**src/design/sle_pkg.sv**
```systemverilog
package sle_pkg;

  // action codes
  localparam logic [1:0] ACT_INSERT = 2'd0;
  localparam logic [1:0] ACT_READ   = 2'd1;
  localparam logic [1:0] ACT_REMOVE = 2'd2;

  // status codes
  localparam logic [1:0] ST_DONE  = 2'd0;
  localparam logic [1:0] ST_RANGE = 2'd1;
  localparam logic [1:0] ST_FULL  = 2'd2;

  // request word
  typedef struct packed {
    logic [1:0]         action;
    logic signed [31:0] value;
    logic [9:0]         position;
  } req_t;

  // response word
  typedef struct packed {
    logic signed [31:0] read_value;
    logic [1:0]         status;
    logic [10:0]        entry_count;
  } rsp_t;

  // per-cycle command broadcast to every cell
  typedef struct packed {
    logic ins;
    logic rem;
  } cell_ctrl_t;

endpackage

```
**src/design/sle_chan_if.sv**
```systemverilog
interface sle_chan_if #(parameter type payload_t = logic);
  logic     valid;
  logic     ready;
  payload_t data;

  modport source (output valid, output data, input ready);
  modport sink (input valid, input data, output ready);
endinterface

```
**src/design/sle_cell.sv**
```systemverilog
module sle_cell #(
  parameter int VALUE_WIDTH = 32
) (
  input  logic                   clk,
  input  sle_pkg::cell_ctrl_t    ctrl,
  input  logic [VALUE_WIDTH-1:0] ins_value,
  input  logic                   occupied,
  input  logic                   at_or_past_pos,
  input  logic                   left_take,
  input  logic [VALUE_WIDTH-1:0] left_entry,
  input  logic [VALUE_WIDTH-1:0] right_entry,
  output logic                   take,
  output logic [VALUE_WIDTH-1:0] entry
);
  import sle_pkg::*;

  logic [VALUE_WIDTH-1:0] entry_next;

  // insert point is at or before this cell: empty slot or stored entry >= new value
  assign take = !occupied || ($signed(entry) >= $signed(ins_value));

  // shift right behind the insert point, shift left from the removed slot
  always_comb begin
    entry_next = entry;
    if (ctrl.ins) begin
      if (left_take) begin
        entry_next = left_entry;
      end else if (take) begin
        entry_next = ins_value;
      end
    end else if (ctrl.rem && at_or_past_pos) begin
      entry_next = right_entry;
    end
  end

  always_ff @(posedge clk) begin
    entry <= entry_next;
  end

endmodule

```
**src/design/sorted_list_engine_top.sv**
```systemverilog
// A word's response is registered on the clock edge that accepts the request.
// Throughput: 1 word per cycle while the response register frees up; every cell updates in parallel in that cycle.
// Requests are taken while a response waits, as long as the response register frees up.
// Reset (rst, synchronous): entry count cleared, no response pending.
// Entry contents are not cleared; only positions below the count are ever read.
module sorted_list_engine_top #(
  parameter int CAPACITY    = 16,
  parameter int VALUE_WIDTH = 32
) (
  input logic       clk,
  input logic       rst,
  sle_chan_if.sink   req,
  sle_chan_if.source rsp
);
  import sle_pkg::*;

  localparam int CW = $clog2(CAPACITY + 1);
  localparam int IW = $clog2(CAPACITY);

  logic [CW-1:0]          count;
  logic [CW-1:0]          count_next;
  logic                   rsp_valid;
  rsp_t                   rsp_data;
  rsp_t                   rsp_data_next;

  logic                   accept;
  logic                   full;
  logic                   pos_ok;
  logic [63:0]            value_ext;
  logic [VALUE_WIDTH-1:0] ins_value;
  logic [63:0]            rd_ext;
  cell_ctrl_t             ctrl;

  logic [VALUE_WIDTH-1:0] entry [CAPACITY];
  logic                   take  [CAPACITY];

  assign req.ready = !rsp_valid || rsp.ready;
  assign accept    = req.valid && req.ready;
  assign rsp.valid = rsp_valid;
  assign rsp.data  = rsp_data;

  // decode
  assign full      = (count == CW'(CAPACITY));
  assign pos_ok    = (32'(req.data.position) < 32'(count));
  assign value_ext = 64'(req.data.value);
  assign ins_value = value_ext[VALUE_WIDTH-1:0];
  assign ctrl.ins  = accept && (req.data.action == ACT_INSERT) && !full;
  assign ctrl.rem  = accept && (req.data.action == ACT_REMOVE) && pos_ok;

  // row of cells
  for (genvar i = 0; i < CAPACITY; i++) begin : g_cell
    logic                   occ;
    logic                   past;
    logic                   lt;
    logic [VALUE_WIDTH-1:0] le;
    logic [VALUE_WIDTH-1:0] re;

    assign occ  = (32'(i) < 32'(count));
    assign past = (32'(i) >= 32'(req.data.position));
    if (i == 0) begin : g_first
      assign lt = 1'b0;
      assign le = entry[i];
    end else begin : g_mid
      assign lt = take[i-1];
      assign le = entry[i-1];
    end
    if (i == CAPACITY - 1) begin : g_last
      assign re = entry[i];
    end else begin : g_body
      assign re = entry[i+1];
    end

    sle_cell #(.VALUE_WIDTH(VALUE_WIDTH)) u_cell (
      .clk            (clk),
      .ctrl           (ctrl),
      .ins_value      (ins_value),
      .occupied       (occ),
      .at_or_past_pos (past),
      .left_take      (lt),
      .left_entry     (le),
      .right_entry    (re),
      .take           (take[i]),
      .entry          (entry[i])
    );
  end

  // read selection, sign-extended to the output width
  assign rd_ext = 64'($signed(entry[req.data.position[IW-1:0]]));

  // response and count
  always_comb begin
    count_next                = count;
    rsp_data_next.read_value  = '0;
    rsp_data_next.status      = ST_DONE;
    unique case (req.data.action)
      ACT_INSERT: begin
        if (full) begin
          rsp_data_next.status = ST_FULL;
        end else begin
          count_next = count + CW'(1);
        end
      end
      ACT_READ: begin
        if (pos_ok) begin
          rsp_data_next.read_value = rd_ext[31:0];
        end else begin
          rsp_data_next.status = ST_RANGE;
        end
      end
      ACT_REMOVE: begin
        if (pos_ok) begin
          count_next = count - CW'(1);
        end else begin
          rsp_data_next.status = ST_RANGE;
        end
      end
      default: begin
        count_next = count;
      end
    endcase
    rsp_data_next.entry_count = 11'(count_next);
  end

  always_ff @(posedge clk) begin
    if (rst) begin
      count     <= '0;
      rsp_valid <= 1'b0;
    end else begin
      if (accept) begin
        count     <= count_next;
        rsp_valid <= 1'b1;
      end else if (rsp.ready) begin
        rsp_valid <= 1'b0;
      end
    end
  end

  always_ff @(posedge clk) begin
    if (accept) begin
      rsp_data <= rsp_data_next;
    end
  end

endmodule

```
**src/flat_wrapper.sv**
```systemverilog
// flat-port wrapper written by rule: the top's interface ports become plain ports
module sorted_list_engine_top_flat import sle_pkg::*;
#(
  parameter int CAPACITY    = 16,
  parameter int VALUE_WIDTH = 32
)
  (clk, rst, req_valid, req_data, req_ready, rsp_valid, rsp_data, rsp_ready);
  sle_chan_if #(.payload_t(req_t)) req_i ();
  sle_chan_if #(.payload_t(rsp_t)) rsp_i ();
  input logic clk;
  input logic rst;
  input wire logic [$bits(req_i.valid)-1:0] req_valid;
  input wire logic [$bits(req_i.data)-1:0] req_data;
  output wire logic [$bits(req_i.ready)-1:0] req_ready;
  output wire logic [$bits(rsp_i.valid)-1:0] rsp_valid;
  output wire logic [$bits(rsp_i.data)-1:0] rsp_data;
  input wire logic [$bits(rsp_i.ready)-1:0] rsp_ready;
  assign req_i.valid = req_valid;
  assign req_i.data = req_data;
  assign req_ready = req_i.ready;
  assign rsp_valid = rsp_i.valid;
  assign rsp_data = rsp_i.data;
  assign rsp_i.ready = rsp_ready;
  sorted_list_engine_top #(.CAPACITY(CAPACITY), .VALUE_WIDTH(VALUE_WIDTH)) u_core (.clk(clk), .rst(rst), .req(req_i), .rsp(rsp_i));
endmodule
```
**config.mk**
```make
export PLATFORM = sky130hd
export DESIGN_NAME = sorted_list_engine_top_flat
export DESIGN_NICKNAME = d
export VERILOG_FILES = /design/src/design/sle_pkg.sv /design/src/design/sle_chan_if.sv /design/src/design/sle_cell.sv /design/src/design/sorted_list_engine_top.sv /design/src/flat_wrapper.sv
export SDC_FILE = /design/constraint.sdc
export NUM_CORES = 2
export LEC_CHECK = 0
export ABC_AREA = 0
export BUFFER_PORTS_ARGS = -buffer_cell sky130_fd_sc_hd__buf_2
export CAP_MARGIN = 20
export CORE_ASPECT_RATIO = 0.8
export CORE_UTILIZATION = 60
export DETAILED_ROUTE_END_ITERATION = 8
export HOLD_SLACK_MARGIN = 0.1
export PLACE_DENSITY = 0.84
export SYNTH_ARGS = -nofsm -noshare
export SYNTH_HDL_FRONTEND = slang
export SYNTH_SLANG_ARGS = --single-unit
```
**constraint.sdc**
```tcl
create_clock -name clk -period 7.7 [get_ports clk]
set_clock_uncertainty 0.15 [all_clocks]
set_input_delay 0.385 -clock clk [delete_from_list [all_inputs] [get_ports clk]]
set_output_delay 0.385 -clock clk [all_outputs]
set_load 0.01 [all_outputs]
```
Word level (Yosys, flattened, before mapping)
Cells that the tools add are included.
- output and inout bits: 47
- register bits: 557
- logic and storage cells: 254
- order comparisons: 49
- $add $sub $neg: 2
- bitwise operators: 1
- multiplexer cells: 72
- equality and inequality tests: 18
- reduce and logical (&&, ||, !) cells: 91
- operators by type and width (operator ; number):
    $mux 32 ; 63
    $ge 32x32->1 ; 16
    $bmux 32 s4 ; 1
    $ge 4x10->1 const A ; 7
    $ne 3x3->1 const B ; 14
    $ge 3x10->1 const A ; 4
    $lt 4x5->1 const A ; 8
    $reduce_and 2->1 ; 17
    $reduce_bool 2->1 ; 17
    $ge 1x10->1 const A ; 2
    $ge 2x10->1 const A ; 2
    $logic_and 1x1->1 ; 20
    $lt 3x5->1 const A ; 4
    $logic_not 1->1 ; 18
    $logic_or 1x1->1 ; 17
    $lt 1x5->1 const A ; 2
    $lt 10x5->1 ; 1
    $lt 2x5->1 const A ; 2
    $mux 5 ; 2
    $pmux 5 s2 ; 1
    $add 5x1->5 const B ; 1
    $eq 5x5->1 const B ; 1
    $ge 5x5->1 const B ; 1
    $not 4->5 ; 1
    other kinds (9) ; 11

Logic depth before layout (Yosys ltp)
- depth after elaboration: 8
- mapped depth: 12
- depth with buffers taken out: 10

By module
Synthesis repeated with hierarchy kept, for this count alone.
- cells, all modules: 4682
- area, all modules: 46592.2 um2
- by module, submodules not included (module ; times used ; area an instance (um2) ; seq. area each (um2) ; cells an instance):
    sle_cell ; 16 ; 2519.9 ; 960.9 ; 265
    sorted_list_engine_top ; 1 ; 6273.5 ; 1291.2 ; 442

Worst setup path before layout
OpenSTA, ideal clock, no wires.
- path kind: input-to-reg
- from: in rsp_ready
- to: reg u_core.g_cell[1].u_cell.entry[0], enable pin
- setup slack: 2.509 ns
- stages on the path: 8
- data arrival time: 4.571 ns
- cells stage by stage: nand2b_1 nand2_1 inv_2 and3_1 o2111ai_2 or2_2 clkbuf_1 o31ai_1
- longest elaborated chain between the ends: 7
- elaborated cells on any way between the ends: 10
- RTL lines (element ; RTL line ; text):
    from (decl) ; flat_wrapper.sv:17 ; input wire logic [$bits(rsp_i.ready)-1:0] rsp_ready;
    $logic_or 1x1->1 * ; sorted_list_engine_top.sv:37 ; assign req.ready = !rsp_valid || rsp.ready;
    $logic_and 1x1->1 * ; sorted_list_engine_top.sv:38 ; assign accept = req.valid && req.ready;
    via u_core.accept ; sorted_list_engine_top.sv:26 ; logic accept;
    $logic_and 1x1->1 (2 in a row) ; sorted_list_engine_top.sv:48 ; assign ctrl.rem = accept && (req.data.action == ACT_REMOVE) && pos_ok;
    $logic_and 1x1->1 ; sle_cell.sv:31 ; end else if (ctrl.rem && at_or_past_pos) begin
    $reduce_bool 2->1 (no line) ; n/a ;
    $reduce_and 2->1 (no line) * ; n/a ;
    to (signal assigned) ; sle_cell.sv:37 ; entry <= entry_next;
    to (decl) ; sle_cell.sv:13 ; output logic [VALUE_WIDTH-1:0] entry
The timed path passes the listed nets; every way through them passes the cells marked *.
A chain may end at the register's enable or synchronous reset.

Worst setup path in the final report
- from: in req_data[35]
- to: reg u_core.g_cell[14].u_cell.entry[15], enable pin
- longest elaborated chain between the ends: 4
- elaborated cells on any way between the ends: 6
- RTL lines (element ; RTL line ; text):
    from (decl) ; flat_wrapper.sv:13 ; input wire logic [$bits(req_i.data)-1:0] req_data;
    $ge 32x32->1 ; sle_cell.sv:20 ; assign take = !occupied || ($signed(entry) >= $signed(ins_value));
    $logic_or 1x1->1 ; sle_cell.sv:20 ;
    $ne 3x3->1 (no line) * ; n/a ;
    $reduce_and 2->1 (no line) * ; n/a ;
    to (signal assigned) ; sle_cell.sv:37 ;
    to (decl) ; sle_cell.sv:13 ;
Every way passes the cells marked *; elsewhere a longest branch is shown, timed or not.

==> results.yml <==
outcome:
  status: "finished, final reports clean"
global_route:
  busiest_layer: "met1"
  use_met3_pct: 22.4
  grt.total_usage_pct: 45.6
  antenna_found_initial: 12
  grt_pass1_vias: 35781
  grt_first_pass_wirelength_mm: 242
  use_met2_pct: 60.1
  grt-ovfl-total: 0
  grtUsageMet1_pct: 62.0
  grt_max_degree: 138
die:
  die_y_um: 240
  die_x_um: 299
  core_mm2: 0.0694
  placement_rows: 86
  start_util_pct: 61.2
  die_area_mm2: 0.0719
  pin_count: 95
route:
  drt_pass1_iterations: 8
  totalWireLength_mm: 166
  vias: 39038
  drt_iter0_markers: 7550
  viasPerCell: 7.85
  routedWlPerCell_um: 33.5
  ant_nets: 0
  drc: 0
synthesis:
  synth_fa_ha_area_share_pct: 15.4
  synthTopCellsByArea: "edfxtp_1 39%, ha_1 15%, mux4_2 8.5%"
  netlist_area_mm2: 0.0425
  synthSimpleGateAreaFrac_pct: 15.5
  ys_types: 77
  ys_warn_count: 0
  synth_most_common_cell: "nand2_1"
  yosysSeqAreaShare_pct: 39.2
  ys_dominant_reg_cell: "edfxtp_1"
  synth_compound_area_share_pct: 15.0
  synthMuxAreaShare_pct: 11.2
  synth-xor-area-share_pct: 0.0412
  synthCells: 4029
  avgSynthCellArea_um2: 10.5
  synth_seq_cells: 557
  synth_top_family_by_area: "simple AND/OR/NAND/NOR gates"
  yosysTopAreaCell: "edfxtp_1"
  synth_edf_count: 551
  synth_top_area_share_pct: 39.0
  synth_commonest_cells: "633 x nand2_1, 551 x edfxtp_1, 524 x ha_1"
  async_reset_ff_share_pct: 0
layout:
  post_route_cells_drive_above_1_share_pct: 13.5
  nets: 4563
  syn2layout_area_growth_pct: 8.66
  fin_cells: 4970
worst_setup_path:
  crit_type: "input pin to flop"
  crit_fanout: 20
  crit_path_start_kind: "input pin"
  r2r_slack_ps: 2360
  cp.required_ps: 7910
  critPathCaptureType: "flop"
  arrival_ps: 6020
sta:
  fin_crit_sh_pct: 75.4
  rsz0062_at_grt: "false"
  slew_headroom_pct: 20.0
  tns_ps: 0
  slew_viol_final: 0
  min_period_ps: 5810
  worst_pin_slew_ps: 1200
  setup_viol: 0
  max_freq_mhz: 172
  fin_hold_ws_ps: 137
  hold_viol_final: 0
placed_design:
  place.gp.congestion: 1.08
  dp_cells: 4818
  portBuffers: 88
  place_hpwl_mm: 116
clocking:
  cts_buffers: 61
  cts.htree.levels: 2
  cts_sinks: 557
  clkSlewWorstSetupHoldPaths_ps: 60
  cts_max_path_buffers: 3
  cts_tree: "yes"
  clock_latency_ps: 690
  root_buffer: "clkbuf_16"
  cts-resized-gates: 0
power:
  vdd_drop_max_mv: 0.214
  powerDensity_mw_per_mm2: 176
  p_leak_nw: 17.5
run:
  drv_cap: 0
worst_hold_path:
  hold_class: "input pin to flop"
==> flip-flops by register name, summed over array words and instances, names as in the netlist <==
register,flops
u_core.count,5
u_core.g_cell.u_cell.entry,512
u_core.rsp.data,39
u_core.rsp.valid,1
==> final cells by class <==
cell class | count | area [um2]
clock inverters | 43 | 576
well taps | 924 | 1160
diodes | 3 | 7.51
flip-flops and latches | 557 | 16700
fillers | 5170 | 23300
repair buffers | 186 | 1340
multi-input cells | 3103 | 24500
clock buffers | 72 | 1580
inverters | 82 | 308
==> what timing repair did <==
action / in CTS / in global routing
hold buffers: 33 / 0
buffers inserted: 0 / 0
endpoints found under the hold margin: 94 / 0
==> kinds of logic after synthesis <==
logic type	count (synthesis)
adder cells (fa/ha/maj)	524
multiplexers	269
buffers and inverters	374
AO/OA/AOI/OAI	921
flip-flops	557
XOR/XNOR	2
AND/OR/NAND/NOR	1381
other	1
==> per-layer routing <==
| layer | routed length [um] | part of all wire (%) |
|---|---|---|
| met1 | 58400 | 35 |
| met2 | 63700 | 38 |
| met3 | 34200 | 21 |
| met4 | 9920 | 6.0 |
| met5 | 149 | 0.090 |
==> critical path, stage by stage <==
cell	delay, ps
dlygate4sd3_1	560
buf_2	180
inv_1	580
ha_1	370
a21oi_1	180
nor2_1	60
a211oi_1	590
o21ai_0	470
a221oi_1	560
mux2i_4	760
a21oi_1	180
o22ai_4	780
buf_12	300
==> report_power, final <==
part	switching [mW]	internal (mW)
Combinational	0.838	0.459
Clock	1.38	1.87
Sequential	0.123	3.44
Total	2.34	5.78
==> per-stage QoR <==
| step | utilization [%] | total power [mW] | worst slack (ps) | area, um2 |
|---|---|---|---|---|
| floorplan | - | 4.35 | 2510 | 42500 |
| global placement | 62.9 | 4.77 | 2270 | 43700 |
| detailed placement | 62.9 | 4.81 | 2150 | 43700 |
| CTS | 66.5 | 7.99 | 2220 | 46100 |
| global route | 66.5 | 8.25 | 1860 | 46100 |
| finish | 66.5 | 8.11 | 1890 | 46200 |
==> worst paths after layout <==
| kind | end | start | cells past startpoint |
|---|---|---|---|
| setup / recovery | u_core.g_cell[14].u_cell.entry[15] | req_data[35] | 13 |
| hold / removal | u_core.rsp.data[11] | req_data[43] | 3 |
| setup reg to reg | u_core.g_cell[11].u_cell.entry[26] | u_core.g_cell[10].u_cell.entry[14] | 10 |
| hold reg to reg | u_core.g_cell[14].u_cell.entry[5] | u_core.g_cell[15].u_cell.entry[5] | 2 |
==> placed cells by master (no fill, tap or decap), types with 18 or more instances in the layout <==
| cell | instances |
|---|---|
| nand4_1 | 111 |
| mux2_2 | 40 |
| and3_1 | 37 |
| o211ai_1 | 364 |
| edfxtp_1 | 551 |
| nand3_2 | 18 |
| clkbuf_16 | 61 |
| buf_4 | 60 |
| a21o_1 | 51 |
| buf_2 | 86 |
| nor2_1 | 43 |
| a21oi_1 | 204 |
| a211oi_1 | 23 |
| nand2_1 | 631 |
| o211ai_2 | 32 |
| mux4_2 | 160 |
| nand3_1 | 416 |
| o21ai_1 | 31 |
| dlygate4sd3_1 | 33 |
| ha_1 | 524 |
| inv_1 | 81 |
| mux2i_1 | 65 |
| o21ai_0 | 104 |
| and4_1 | 19 |
| nor4_1 | 22 |
| nor3_1 | 18 |
| nor2b_1 | 24 |
No activity file was read; power rests on OpenSTA's default activity.
